[src/assert_macros.svh]
// Assertion macros for the top RTL file of the momentum update block
`ifndef ASSERT_MACROS_SVH
`define ASSERT_MACROS_SVH

`ifndef SYNTH

// Property checked on every rising edge, held off while reset is asserted
`define ASSERT_PROP(lbl, clk, rst_n, prop) \
	lbl: assert property (@(posedge clk) disable iff (!rst_n) (prop)) \
		else $error("assertion failed");

// Condition that must never be seen on a rising edge out of reset
`define ASSERT_NEVER(lbl, clk, rst_n, cond) \
	lbl: assert property (@(posedge clk) disable iff (!rst_n) !(cond)) \
		else $error("forbidden condition seen");

`else

`define ASSERT_PROP(lbl, clk, rst_n, prop)
`define ASSERT_NEVER(lbl, clk, rst_n, cond)

`endif

`endif

[src/armu_pkg.sv]
// Package: widths, register indexes, opcodes and shared types of the momentum update block
package armu_pkg;

	localparam int DEPTH_DEF = 4096;
	localparam int FRAC_DEF  = 24;

	localparam int VAL_W  = 32;
	localparam int RATE_W = 31;
	localparam int ELEM_W = 12;

	localparam int NUM_REGS  = 8;
	localparam int REG_IDX_W = $clog2(NUM_REGS);

	localparam logic [REG_IDX_W-1:0] REG_LAMBDA = 3'd0;
	localparam logic [REG_IDX_W-1:0] REG_GAMMA  = 3'd1;
	localparam logic [REG_IDX_W-1:0] REG_UP     = 3'd2;
	localparam logic [REG_IDX_W-1:0] REG_DOWN   = 3'd3;
	localparam logic [REG_IDX_W-1:0] REG_FRMIN  = 3'd4;
	localparam logic [REG_IDX_W-1:0] REG_FRMAX  = 3'd5;
	localparam logic [REG_IDX_W-1:0] REG_CRMIN  = 3'd6;
	localparam logic [REG_IDX_W-1:0] REG_CRMAX  = 3'd7;

	localparam logic OP_LOAD   = 1'b0;
	localparam logic OP_UPDATE = 1'b1;

	localparam logic [RATE_W-1:0] U31_MAX = {RATE_W{1'b1}};

	// One row of the element store
	typedef struct packed {
		logic signed [VAL_W-1:0] value;
		logic signed [VAL_W-1:0] mom;
		logic [RATE_W-1:0]       rate;
		logic signed [VAL_W-1:0] prev;
	} row_t;

	// Operand pair for the shared multiplier
	typedef struct packed {
		logic signed [VAL_W-1:0] a;
		logic signed [VAL_W-1:0] b;
	} mul_req_t;

	// Compare-subtract steps needed to fold an element index into a depth
	// that is not a power of two; none for a power of two.
	function automatic int mod_steps(input longint depth);
		int n;
		n = 0;
		if ((depth & (depth - 1)) == 0) begin
			return 0;
		end
		for (int k = 0; k < ELEM_W; k++) begin
			if ((depth << k) <= ((longint'(1) << ELEM_W) - 1)) begin
				n++;
			end
		end
		return n;
	endfunction

endpackage

[src/armu_mul.sv]
// Shared multiplier: signed 32x32 product, then round to nearest (ties up) and drop fraction bits
module armu_mul #(
	parameter int FRAC_BITS = armu_pkg::FRAC_DEF,
	localparam int RW = 2 * armu_pkg::VAL_W - FRAC_BITS
) (
	input  logic                 clk,
	input  armu_pkg::mul_req_t   req,
	output logic signed [RW-1:0] res_s2
);
	import armu_pkg::*;

	localparam logic signed [2*VAL_W-1:0] HALF = (2*VAL_W)'(1) <<< (FRAC_BITS - 1);

	logic signed [2*VAL_W-1:0] prod_s1;
	logic signed [2*VAL_W-1:0] rnd_sum;

	always_ff @(posedge clk) begin
		prod_s1 <= req.a * req.b;
	end

	assign rnd_sum = prod_s1 + HALF;

	always_ff @(posedge clk) begin
		res_s2 <= RW'(rnd_sum >>> FRAC_BITS);
	end
endmodule
[config.mk]
export PLATFORM = sky130hd
export DESIGN_NAME = armu_mul
export DESIGN_NICKNAME = d
export VERILOG_FILES = /design/src/assert_macros.svh /design/src/armu_pkg.sv /design/src/armu_mul.sv
export SDC_FILE = /design/constraint.sdc
export NUM_CORES = 2
export LEC_CHECK = 0
export BUFFER_PORTS_ARGS = -buffer_cell sky130_fd_sc_hd__buf_2
export CAP_MARGIN = 20
export CORE_AREA = 10 10 368 370
export CTS_CLUSTER_SIZE = 28
export DETAILED_ROUTE_END_ITERATION = 12
export DIE_AREA = 0 0 378 380
export PLACE_DENSITY_LB_ADDON = 0.1
export SYNTH_ARGS = -nofsm -noshare
export SYNTH_HDL_FRONTEND = slang
export SYNTH_SLANG_ARGS = --single-unit
[constraint.sdc]
create_clock -name clk -period 7.27 [get_ports clk]
set_input_delay 0.3635 -clock clk [delete_from_list [all_inputs] [get_ports clk]]
set_output_delay 0.3635 -clock clk [all_outputs]
set_load 0.005 [all_outputs]
Word-level counts from Yosys, hierarchy flattened
Cells that the tools add are included.
Word-level totals
  output and inout bits: 40
  input port bits: 65
  word-level logic and storage cells: 4
  flip-flop bits (word level): 104
Operators by class
  multipliers: 1
  add/sub/neg operators: 1
Operators with widths (number)
  adder 64 x 25 -> 64 bit (second input constant): 1
  multiplier 32 x 32 -> 64 bit: 1

Depth between registers and ports, before layout
  word-level depth: 1
  mapped depth: 29
  depth with buffers taken out: 28

Worst setup path before layout
OpenSTA, ideal clock, no wires.
  path type: input to register
  from: input port req[63] (netlist name)
  to: register prod_s1[62]
  slack: -0.539 ns
  data required time: 7.149 ns
  cell stages on the path: 27
  library setup time: 0.121 ns
  arrival time: 7.688 ns
  path buffers: 1
  cells stage by stage: clkbuf_1 -> nand2_1 -> inv_1 -> fa_1 -> inv_1 -> fa_1 -> inv_1 -> fa_1 -> fa_1 -> inv_1 -> fa_1 -> inv_1 -> fa_1 -> inv_1 -> fa_1 -> inv_1 -> fa_1 -> ha_1 -> a21o_1 -> a21o_1 -> a221oi_1 -> o221ai_1 -> a21oi_1 -> o31ai_4 -> a21oi_2 -> o21bai_2 -> xor2_1
Between the ends
  longest elaborated chain between the ends: 1
RTL lines
  from (decl): line armu_mul.sv:7  | input armu_pkg::mul_req_t req,
  multiplier 32 x 32 -> 64 bit: line armu_mul.sv:18  | prod_s1 <= req.a * req.b;
  to (signal assigned): line armu_mul.sv:18
  to (decl): line armu_mul.sv:14  | logic signed [2*VAL_W-1:0] prod_s1;
No other way between the ends.

Final worst setup path
  from: input port req[7] (netlist name)
  to: register prod_s1[55]
Same word-level chain as after synthesis.

==> impl_metrics.json <==
{
  "status": "completed",
  "period_minus_slack_ns": 7.10,
  "grt_pass1_vias": 31300,
  "fill_cells": 13400,
  "worst_pin_slew_ns": 0.531,
  "synthFlopType": "dfxtp_1",
  "grt_pass1_wl_um": 197000,
  "clockRootBuffer": "clkbuf_16",
  "synth_top_area_cell": "fa_1",
  "worstReg2RegEnd": "res_s2[39]$_DFF_P_",
  "fin_cells": 6105,
  "postCtsHoldBufs": 0,
  "vias": 26900,
  "end_kind": "flip-flop",
  "layout_common_cells": "1036 x fa_1, 1009 x inv_1, 538 x nand2_1",
  "dp_hpwl_um": 114000,
  "synth_async_sr_flop_share_pct": 0,
  "start_kind": "input port",
  "netlist_area_sq_mm": 0.0381,
  "cts.sinks": 81,
  "final_antenna_net_count": 0,
  "htree_levels": 3,
  "track_usage_pct": 18.0,
  "worst_hold_path.endpoint": "res_s2[39]$_DFF_P_",
  "final_common_cell": "fa_1",
  "hold-worst-slack_ns": 0.442,
  "holdCritStartpoint": "prod_s1[63]$_DFF_P_",
  "hold_path_class": "flip-flop to flip-flop",
  "overflow": 0,
  "maxCapViolations": 0,
  "place_congestion": 0.840,
  "cp.arrival_ns": 7.33,
  "vias_per_cell": 4.41,
  "synth_edf_count": 0,
  "crit_path_start": "req[7]",
  "cp_num_buf_inv": 6,
  "worst-path-max-fanout": 5,
  "antenna_found_initial": 7,
  "layout-drive-gt1-share_pct": 16.6,
  "ys_seq_area_share_pct": 4.26,
  "design.core.area_sq_mm": 0.128,
  "worstSetupPathType": "input port to flip-flop",
  "cp_top_family": "adder cells",
  "maxSlewHeadroom_pct": 64.6,
  "slew_viol_final": 0,
  "insertion_delay_ns": 0.35,
  "fin_crit_sh_pct": 97.7,
  "rsz0062_at_grt": "yes",
  "worstRegToRegCells": 9,
  "wl_um": 128000,
  "start_util_pct": 29.7,
  "num_rows": 132,
  "syn_inst": 4036,
  "hold_path_depth": 1,
  "die_h_um": 380,
  "drtIter0Drc": 1222,
  "synth_top_area_share_pct": 56.8,
  "finalNetCount": 5751,
  "syn_nets": 5363,
  "rr_startpoint": "prod_s1[25]$_DFF_P_",
  "ys_ff_latch": 81,
  "setup_viol": 0,
  "io_pins": 105,
  "crit_top_cell": "fa_1",
  "synth.area.top_cells": "fa_1 57%, inv_1 10%, and2_1 8.2%",
  "drtPass1Iterations": 5,
  "required_ns": 7.50,
  "post-place-cells": 6062,
  "avgSynthCellArea_sq_um": 9.44,
  "post-route-drc-count": 0,
  "yosysWarnings": 0,
  "cp_slowest_cell": "fa_2",
  "r2r_slack_ns": 4.57,
  "fin_skew_ns": 0.00708,
  "die_area_sq_mm": 0.144,
  "max_stage_delay_ns": 0.63,
  "clkSlewWorstSetupHoldPaths_ns": 0.07,
  "die_w_um": 378,
  "numCtsBuffers": 9,
  "cts_tree": "done",
  "area_growth_pct": 19.6,
  "max_freq_ghz": 0.141,
  "finalHoldViolations": 0,
  "routedWlPerCell_um": 20.9,
  "cts_buffer_depth": 2,
  "io_buffers": 104,
  "grt_max_degree": 33,
  "ys_types": 53
}
-- worst max path at each step --
stage	end	slack (ns)	depth (start not counted)
after floorplan	prod_s1[62]$_DFF_P_	-0.22	26
after global placement	prod_s1[62]$_DFF_P_	-0.80	24
after detailed placement	prod_s1[62]$_DFF_P_	-0.82	24
after CTS	prod_s1[62]$_DFF_P_	-0.0009	27
after global routing	prod_s1[59]$_DFF_P_	-0.04	24
final	prod_s1[55]$_DFF_P_	0.17	25
-- synthesized netlist by cell type, drive strengths merged (2+ instances only) --
| cell type | count |
|---|---|
| a211o | 3 |
| a211oi | 4 |
| a21o | 23 |
| a21oi | 58 |
| a221o | 2 |
| a221oi | 4 |
| a31oi | 3 |
| and2 | 498 |
| and3 | 15 |
| and4 | 6 |
| buf | 5 |
| clkbuf | 202 |
| dfxtp | 81 |
| fa | 1081 |
| ha | 181 |
| inv | 1018 |
| nand2 | 545 |
| nand2b | 11 |
| nand3 | 20 |
| nand3b | 2 |
| nand4 | 25 |
| nor2 | 67 |
| nor2b | 3 |
| nor3 | 12 |
| nor4 | 2 |
| o2111ai | 2 |
| o211ai | 4 |
| o21a | 6 |
| o21ai | 31 |
| o21bai | 10 |
| o221ai | 2 |
| o31ai | 6 |
| or3 | 2 |
| xnor2 | 66 |
| xor2 | 27 |
-- routing by layer --
metal	part of all wire [%]	vias to the layer above	global-route usage, %
li1	-	12200	-
met1	45	14300	24.1
met2	51	342	32.6
met3	2.5	64	1.21
met4	1.4	2	2.17
met5	0.011	-	0
-- cell type report --
cell class	count	area [sq um]	area share, %
antenna	1	2.50	0.00549
clock buffer	9	225	0.494
clock inverter	7	83.8	0.184
inverter	1018	3830	8.40
multi-input combinational	2730	32500	71.3
sequential	81	1620	3.56
tap	1675	2100	4.60
timing repair buffer	584	5240	11.5
-- per-stage QoR --
stage	instance area, sq um	util (%)	setup slack (ns)	setup TNS, ns
6_report	45600	35.5	0.165	0
4_1_cts	44600	34.7	-0.000856	-0.000856
5_1_grt	45600	35.5	-0.0392	-0.114
3_3_place_gp	44000	34.3	-0.805	-12.99
2_1_floorplan	38200	-	-0.216	-0.780
3_5_place_dp	44000	34.3	-0.816	-13.04
-- cells by family (layout without fill, tap and decap cells) --
| logic type | after synthesis | count (layout) | synth area share, % |
|---|---|---|---|
| fa+ha+maj | 1262 | 1262 | 62.7 |
| buf+inv | 1225 | 1618 | 12.1 |
| simple gates | 1209 | 1209 | 15.8 |
| compound gates | 166 | 166 | 3.00 |
| xor+xnor | 93 | 93 | 2.14 |
| flops | 81 | 81 | 4.26 |
| other cells | 0 | 1 | 0 |
-- sequential cells by signal, indices dropped and copies added, names as in the netlist --
signal   cells
res_s2      40
prod_s1     41
-- worst register-to-register path, stage by stage, from the launching register on --
cell and delay [ns]:
dfxtp_1 0.40, and3_1 0.27, and4_1 0.32, nand4_1 0.21, nor2_1 0.30, and4_1 0.30
and3_1 0.30, nand2_1 0.13, nor3_1 0.22, xor2_1 0.18
-- timing repair --
item	4_1_cts	5_1_grt
cloned	0	6
resized for setup	53	194
pin swaps	27	94
buffers inserted	8	13
endpoints found under the setup margin	16	24
endpoints found under the hold margin	0	0
Power is left out: the tool's default activity adds up to more than one toggle a clock period on the data nets, which glitch-free logic cannot reach.
