**src/assert_macros.svh**
```systemverilog
// Assertion macros for the top RTL file of the momentum update block
`ifndef ASSERT_MACROS_SVH
`define ASSERT_MACROS_SVH

`ifndef SYNTH

// Property checked on every rising edge, held off while reset is asserted
`define ASSERT_PROP(lbl, clk, rst_n, prop) \
	lbl: assert property (@(posedge clk) disable iff (!rst_n) (prop)) \
		else $error("assertion failed");

// Condition that must never be seen on a rising edge out of reset
`define ASSERT_NEVER(lbl, clk, rst_n, cond) \
	lbl: assert property (@(posedge clk) disable iff (!rst_n) !(cond)) \
		else $error("forbidden condition seen");

`else

`define ASSERT_PROP(lbl, clk, rst_n, prop)
`define ASSERT_NEVER(lbl, clk, rst_n, cond)

`endif

`endif

```
**src/armu_store.sv**
```systemverilog
// Element store: one write port, one read port with registered read data
module armu_store #(
	parameter int WIDTH = 8,
	parameter int DEPTH = 2,
	localparam int AW = $clog2(DEPTH)
) (
	input  logic             clk,
	input  logic             wr_en,
	input  logic [AW-1:0]    wr_addr,
	input  logic [WIDTH-1:0] wr_data,
	input  logic             rd_en,
	input  logic [AW-1:0]    rd_addr,
	output logic [WIDTH-1:0] rd_data
);
	logic [WIDTH-1:0] mem [DEPTH];

	always_ff @(posedge clk) begin
		if (wr_en) begin
			mem[wr_addr] <= wr_data;
		end
	end

	// hold the read word until the next read
	always_ff @(posedge clk) begin
		if (rd_en) begin
			rd_data <= mem[rd_addr];
		end
	end
endmodule

```
**config.mk**
```make
export PLATFORM = sky130hd
export DESIGN_NAME = armu_store
export DESIGN_NICKNAME = d
export VERILOG_FILES = /design/src/assert_macros.svh /design/src/armu_store.sv
export SDC_FILE = /design/constraint.sdc
export NUM_CORES = 1
export LEC_CHECK = 0
export ABC_AREA = 1
export BUFFER_PORTS_ARGS = -buffer_cell sky130_fd_sc_hd__buf_2
export CAP_MARGIN = 15
export CORE_ASPECT_RATIO = 0.8
export CORE_MARGIN = 4
export CORE_UTILIZATION = 26
export CTS_CLUSTER_SIZE = 8
export DETAILED_ROUTE_END_ITERATION = 12
export GPL_ROUTABILITY_DRIVEN = 0
export SYNTH_ARGS = -nofsm -noshare
export SYNTH_HDL_FRONTEND = slang
export SYNTH_SLANG_ARGS = --single-unit
```
**constraint.sdc**
```tcl
create_clock -name clk -period 1.2 [get_ports clk]
set_clock_uncertainty 0.15 [all_clocks]
set_input_delay 0.24 -clock clk [delete_from_list [all_inputs] [get_ports clk]]
set_output_delay 0.24 -clock clk [all_outputs]
set_load 0.01 [all_outputs]
```
---- Word-level counts from Yosys, hierarchy flattened ----
Memories as Yosys holds them, arrays and structs flattened. A register that Yosys moved wholly into a read port is not among the register bits.
Index checks and enable logic that the tools add are counted.
W data, S select, Z words.
storage, ports and cells
  register bits after elaboration ......... 0
  bits in writable memories ............... 16
  output and inout bits ................... 8
  input port bits ......................... 13
  memories kept ........................... 1
operators by class
  muxes and demuxes ....................... 2
memories
  memory  depth  bits a word  read ports  clocked after Yosys merged registers in  wr ports  line              text
  mem     2      8            1           1                                        1         armu_store.sv:15  logic [WIDTH-1:0] mem [DEPTH];
operator list
  cell     count
  $mux W1  2

---- Depth between registers and ports, before layout ----
Gate-level depths: netlist (run 1).
  word-level depth ........................ 2
  gate-level depth with buffers ........... 4

---- Least setup slack after synthesis (run 1) ----
OpenSTA, ideal clock, no wires.
  kind .................................... in2reg
  from .................................... in wr_en
  to ...................................... mem mem[0][0] (enable)
  required time ........................... 0.679 ns
  cell stages on the path ................. 2
  library setup time ...................... 0.371 ns
  arrival ................................. 0.629 ns
  slack ................................... 0.050 ns
  path through ............................ inv_1 > nor2_1
on the way
  word-level cells in the longest chain between the ends .. 2
ends and longest elaborated chain
  what                           line              text
  start: declaration             armu_store.sv:8   input logic wr_en,
  $mux W1                        armu_store.sv:18  if (wr_en) begin
  $mux W1 (not written as such)  armu_store.sv:19  mem[wr_addr] <= wr_data;
  end: declaration               armu_store.sv:15
Every way passes these cells.

---- Final worst setup path (run 1) ----
  from .................................... reg rd_data[1], read port of mem
  to ...................................... out rd_data[1]
RTL lines
  what                line              text
  start: declaration  armu_store.sv:13  output logic [WIDTH-1:0] rd_data
No word-level cell between the ends.

==> results.toml, run 1 <==
[worst_setup_path]
arrival_ns = 0.78
path_max_fanout = 1
r2r-start = "mem[1][0]$_DFFE_PP_"
cp.depth = 1
cp_slowest_cell = "edfxtp_1"
reg2reg_slack_ns = 0.29
critPathCapture = "rd_data[1]"
reg2reg_depth = 2
path_class = "flip-flop to primary output"
critPathBufInv = 1
crit_chain = "buf_2"
critPathLaunchType = "flip-flop"
cp-startpoint = "rd_data[1]$_DFFE_PP_"
path_delay_family = "flip-flops"
required_ns = 0.81
critical-path-max-stage-delay_ns = 0.38
endpoint_kind = "primary output"
timing.rr.end = "rd_data[0]$_DFFE_PP_"

[sta]
grt_setup_unrepaired = "yes"
maxSlewViolCount = 0
fmax_mhz = 851.2
relSlewSlack_pct = 80.13
period_share_pct = 97.90
setup_viol = 0
worst_slew_pin_slew_ns = 0.2977
hold_viol = 0
min_period_ns = 1.175

[power]
internal-power_w = 0.001479
p_leak_nw = 0.4502
power_frac_seq_pct = 56.0
power.switching_w = 0.0003136
sw_frac_of_total_pct = 17.50
power_density_nw_per_um2 = 1662
ir_drop_mv = 0.8944
clockPowerShare_pct = 38.1
pwr-share-comb_pct = 6.0

[route]
wl_per_cell_um = 10.20
dr.pass1.iters = 4
antenna_left = 0
drtIter0Drc = 6
via_per_inst = 3.758
drc = 0
num_vias = 451
drt_wl_total_um = 1224

[global_routing]
grt_use_total_pct = 6.395
grt_pass1_vias = 418
grt_max_degree = 15
overflow = 0
antenna_found_initial = 0
grt_pass1_wl_um = 1966

[die]
rows = 18
start_util_pct = 27.25
ios = 21
die_y_um = 58.87
die_w_um = 71.58
dieArea_um2 = 4214
core_area_um2 = 3085

[hold_path]
min_path_cells = 1
min_path_type = "primary input to flip-flop"

[clock_network]
cts_max_level = 1
clockBufferDepth = 2
clk_latency_ns = 0.26
postCtsResizedCells = 0
cts_tree = "done"
clock-sinks = 24
root_buffer = "clkbuf_8"
postCtsSetupRepairBufs = 0
clk_pin_slew_ns = 0.08
cts_buffers = 3

[synthesis]
syn_area_um2 = 840.8
synth_largest_area_cell = "edfxtp_1"
synth_seq_cells = 24
syn_avg_cell_area_um2 = 15.57
yosys.area.top_type_share_pct = 85.71
syn_inst = 54
synth-seq-area-share_pct = 85.71
ys_warn_count = 0
synth_fp_nets = 67
synthDistinctLibCells = 6
synthTopCellsByArea = "edfxtp_1, nand2_1, buf_6"

[finish]
n_antenna_cell = 0
drive_gt1_share_pct = 32.50
fillers = 297
fin_nets = 94
multi_input_area_um2 = 97.59
fin_util_pct = 34.96
fin_area_um2 = 1079
regArea_um2 = 720.7
synthToLayoutAreaGrowth_pct = 28.27

[job]
drv_cap = 0

[place]
io_buffer_count = 20
placed_cell_area_um2 = 987.2

[outcome]
outcome = "completed"
==> layout make-up <==
class	instances	share of cell area (%)
Sequential cell	24	66.82
Timing Repair Buffer	23	11.83
Multi-Input combinational cell	26	9.049
Tap cell	40	4.640
Clock buffer	3	3.828
Clock inverter	1	2.784
Inverter	3	1.044
==> flip-flops by register name (all words and copies together), names as in the netlist <==
name and cells:
mem 16, rd_data 8
==> logic make-up (layout without fill, tap and decap cells) <==
group,count (synthesis),in the layout,share of synthesized area (%)
simple gates,26,26,11.61
flops,24,24,85.71
buf+inv,4,30,2.678
==> per-layer routing <==
metal | share of wire [%] | track usage, % | vias to the layer above | wire (um)
met5 | 0 | 0 | - | 0
met4 | 0.82 | 2.413 | 0 | 10
met3 | 10 | 3.584 | 2 | 127
met2 | 37 | 8.508 | 19 | 453
met1 | 52 | 8.615 | 196 | 632
li1 | - | - | 234 | -
==> Yosys cell counts <==
cell type and number:
buf_6 1, nor2_1 1, nand2_1 25, edfxtp_1 24, inv_2 1, inv_1 2
==> what timing repair did <==
action | 4_1_cts | 5_1_grt
setup endpoints to repair | 0 | 2
hold buffers | 0 | 2
hold endpoints to repair | 0 | 4
==> power groups by stage <==
stage | combinational, W | sequential [W] | clock (W)
after global routing | 0.000123 | 0.00101 | 0.000733
after global placement | 0.000101 | 0.00102 | 0
after detailed placement | 0.000104 | 0.00102 | 0
after CTS | 0.000105 | 0.00100 | 0.000696
final | 0.000107 | 0.00100 | 0.000682
after floorplan | 0.0000386 | 0.00103 | 0
==> worst min-delay path by stage <==
| stage | start | to | slack (ns) |
|---|---|---|---|
| floorplan | wr_data[0] | mem[0][0]$_DFFE_PP_ | 0.19 |
| detailed placement | wr_data[2] | mem[0][2]$_DFFE_PP_ | 0.28 |
| global placement | wr_data[6] | mem[0][6]$_DFFE_PP_ | 0.28 |
| global route | wr_data[5] | mem[0][5]$_DFFE_PP_ | 0.009 |
| CTS | wr_data[2] | mem[0][2]$_DFFE_PP_ | 0.006 |
| finish | wr_data[0] | mem[1][0]$_DFFE_PP_ | 0.01 |
==> through the flow <==
| step | setup TNS (ns) | total power [W] | cells | hold WS (ns) | setup WS (ns) |
|---|---|---|---|---|---|
| 2_1_floorplan | 0 | 0.001069 | 54 | 0.1889 | 0.05010 |
| 3_3_place_gp | 0 | 0.001124 | 114 | 0.2848 | 0.1288 |
| 3_5_place_dp | 0 | 0.001127 | 114 | 0.2807 | 0.1013 |
| 4_1_cts | 0 | 0.001805 | 118 | 0.006253 | 0.01203 |
| 5_1_grt | -0.01535 | 0.001865 | 120 | 0.009355 | -0.01284 |
| 6_report | 0 | 0.001792 | 120 | 0.01333 | 0.02523 |
==> layout by cell type, fill, tap and decap left out <==
master and instances:
nand2_1 25, edfxtp_1 24, buf_2 20, clkbuf_8 3, inv_1 2, dlygate4sd3_1 2, inv_2 1, nor2_1 1
bufinv_16 1, buf_4 1
No activity file was read; power rests on OpenSTA's default activity.
==> run 2, diff against run 1 <==
--- a/config.mk
+++ b/config.mk
@@ -9,11 +9,11 @@
 export BUFFER_PORTS_ARGS = -buffer_cell sky130_fd_sc_hd__buf_2
 export CAP_MARGIN = 15
 export CORE_ASPECT_RATIO = 0.8
-export CORE_MARGIN = 4
 export CORE_UTILIZATION = 26
 export CTS_CLUSTER_SIZE = 8
 export DETAILED_ROUTE_END_ITERATION = 12
 export GPL_ROUTABILITY_DRIVEN = 0
+export SLEW_MARGIN = 0
 export SYNTH_ARGS = -nofsm -noshare
 export SYNTH_HDL_FRONTEND = slang
 export SYNTH_SLANG_ARGS = --single-unit
==> results.toml, run 2 (synthesis results as in run 1) <==
[outcome]
outcome = "completed"

[sta]
hold_viol = 0
fin_hold_ws_ns = 0.009089
worst_slew_pin_slew_ns = 0.3114
maxSlewViolCount = 0
relSlewSlack_pct = 79.22
fmax_mhz = 855.1
period_share_pct = 97.46
setup_viol = 0
grt_setup_unrepaired = "yes"
setup_ws_ns = 0.03049
min_period_ns = 1.170

[global_routing]
grt_pass1_wl_um = 1863
overflow = 0
antenna_found_initial = 0
grt_max_degree = 15
grt_pass1_vias = 379
grt_use_total_pct = 8.021

[die]
die_y_um = 52.87
dieArea_um2 = 3467
ios = 21
start_util_pct = 27.25
rows = 18
core_area_um2 = 3085
die_w_um = 65.58

[clock_network]
clockBufferDepth = 2
cts_max_level = 1
clk_pin_slew_ns = 0.08
clock-sinks = 24
root_buffer = "clkbuf_8"
clk_latency_ns = 0.27
cts_buffers = 3
cts_tree = "done"
postCtsResizedCells = 0

[finish]
largest_registers = "mem (16), rd_data (8)"
layout_commonest_cell = "nand2_1"
final_cell_mix = "nand2_1, edfxtp_1, buf_2"
n_antenna_cell = 0
top_register = "mem"
synthToLayoutAreaGrowth_pct = 28.27
drive_gt1_share_pct = 32.50
largest_reg_flops = 16
fin_nets = 94
fin_area_um2 = 1079

[power]
p_leak_nw = 0.4502
power_density_nw_per_um2 = 1676
total_power_w = 0.001808
ir_drop_mv = 0.6918

[worst_setup_path]
required_ns = 0.81
reg2reg_depth = 2
cp.depth = 1
critPathBufInv = 1
endpoint_kind = "primary output"
reg2reg_slack_ns = 0.28
r2r-start = "mem[0][2]$_DFFE_PP_"
critical-path-max-stage-delay_ns = 0.37
critPathLaunchType = "flip-flop"
path_delay_family = "flip-flops"
arrival_ns = 0.78
cp_slowest_cell = "edfxtp_1"
crit_chain = "buf_2"
path_max_fanout = 1
timing.rr.end = "rd_data[2]$_DFFE_PP_"
path_class = "flip-flop to primary output"

[job]
drv_cap = 0

[place]
placed_cell_area_um2 = 987.2
io_buffer_count = 20
pre_cts_slack_ns = 0.08199

[route]
drc = 0
num_vias = 435
antenna_left = 0
drt_wl_total_um = 1212
wl_per_cell_um = 10.10
drtIter0Drc = 5
via_per_inst = 3.625
dr.pass1.iters = 4

[hold_path]
min_from = "wr_data[7]"
min_path_cells = 1
min_path_type = "primary input to flip-flop"
min_to = "mem[1][7]$_DFFE_PP_"
-- run 2: cell counts in the layout (fill, tap and decap cells not counted) --
No cell type changed its count.
-- run 2: power by group --
part | internal, W | total, W | switching, W
clock network | 0.000446 | 0.000699 | 0.000253
registers | 0.000988 | 0.00100 | 0.0000136
logic | 0.0000446 | 0.000107 | 0.0000624
total | 0.00148 | 0.00181 | 0.000329
-- run 2: worst max path at each step --
stage                    startpoint                  end  slack, ns
5_1_grt        rd_data[6]$_DFFE_PP_           rd_data[6]     -0.007
4_1_cts        rd_data[6]$_DFFE_PP_           rd_data[6]       0.01
6_report       rd_data[6]$_DFFE_PP_           rd_data[6]       0.03
2_1_floorplan                 wr_en  mem[0][0]$_DFFE_PP_       0.05
3_5_place_dp                wr_addr  mem[1][5]$_DFFE_PP_       0.08
3_3_place_gp                wr_addr  mem[1][5]$_DFFE_PP_       0.13
-- run 2: metal layers --
| metal | global-route usage [%] | share of wire, % |
|---|---|---|
| met1 | 10.70 | 52 |
| met2 | 10.48 | 37 |
| met3 | 4.526 | 9.9 |
| met4 | 3.261 | 1.1 |
| met5 | 0 | 0 |
-- run 2: per-stage QoR --
step                  TNS, ns  std cells  util [%]
floorplan                   0         54         -
global placement            0        114     32.00
detailed placement          0        114     32.00
CTS                         0        118     34.31
global route        -0.007139        120     34.96
finish                      0        120     34.96
-- run 2: final cells by class --
class / instances / area [um^2]
Clock buffer: 3 / 41.29
Fill cell: 305 / 2007
Sequential cell: 24 / 720.7
Inverter: 3 / 11.26
Tap cell: 40 / 50.05
Timing Repair Buffer: 23 / 127.6
Clock inverter: 1 / 30.03
Multi-Input combinational cell: 26 / 97.59
-- run 2: repair_timing --
action,4_1_cts,5_1_grt
endpoints found under the setup margin,0,1
setup buffers,0,0
hold endpoints to repair,0,3
hold buffers,0,2
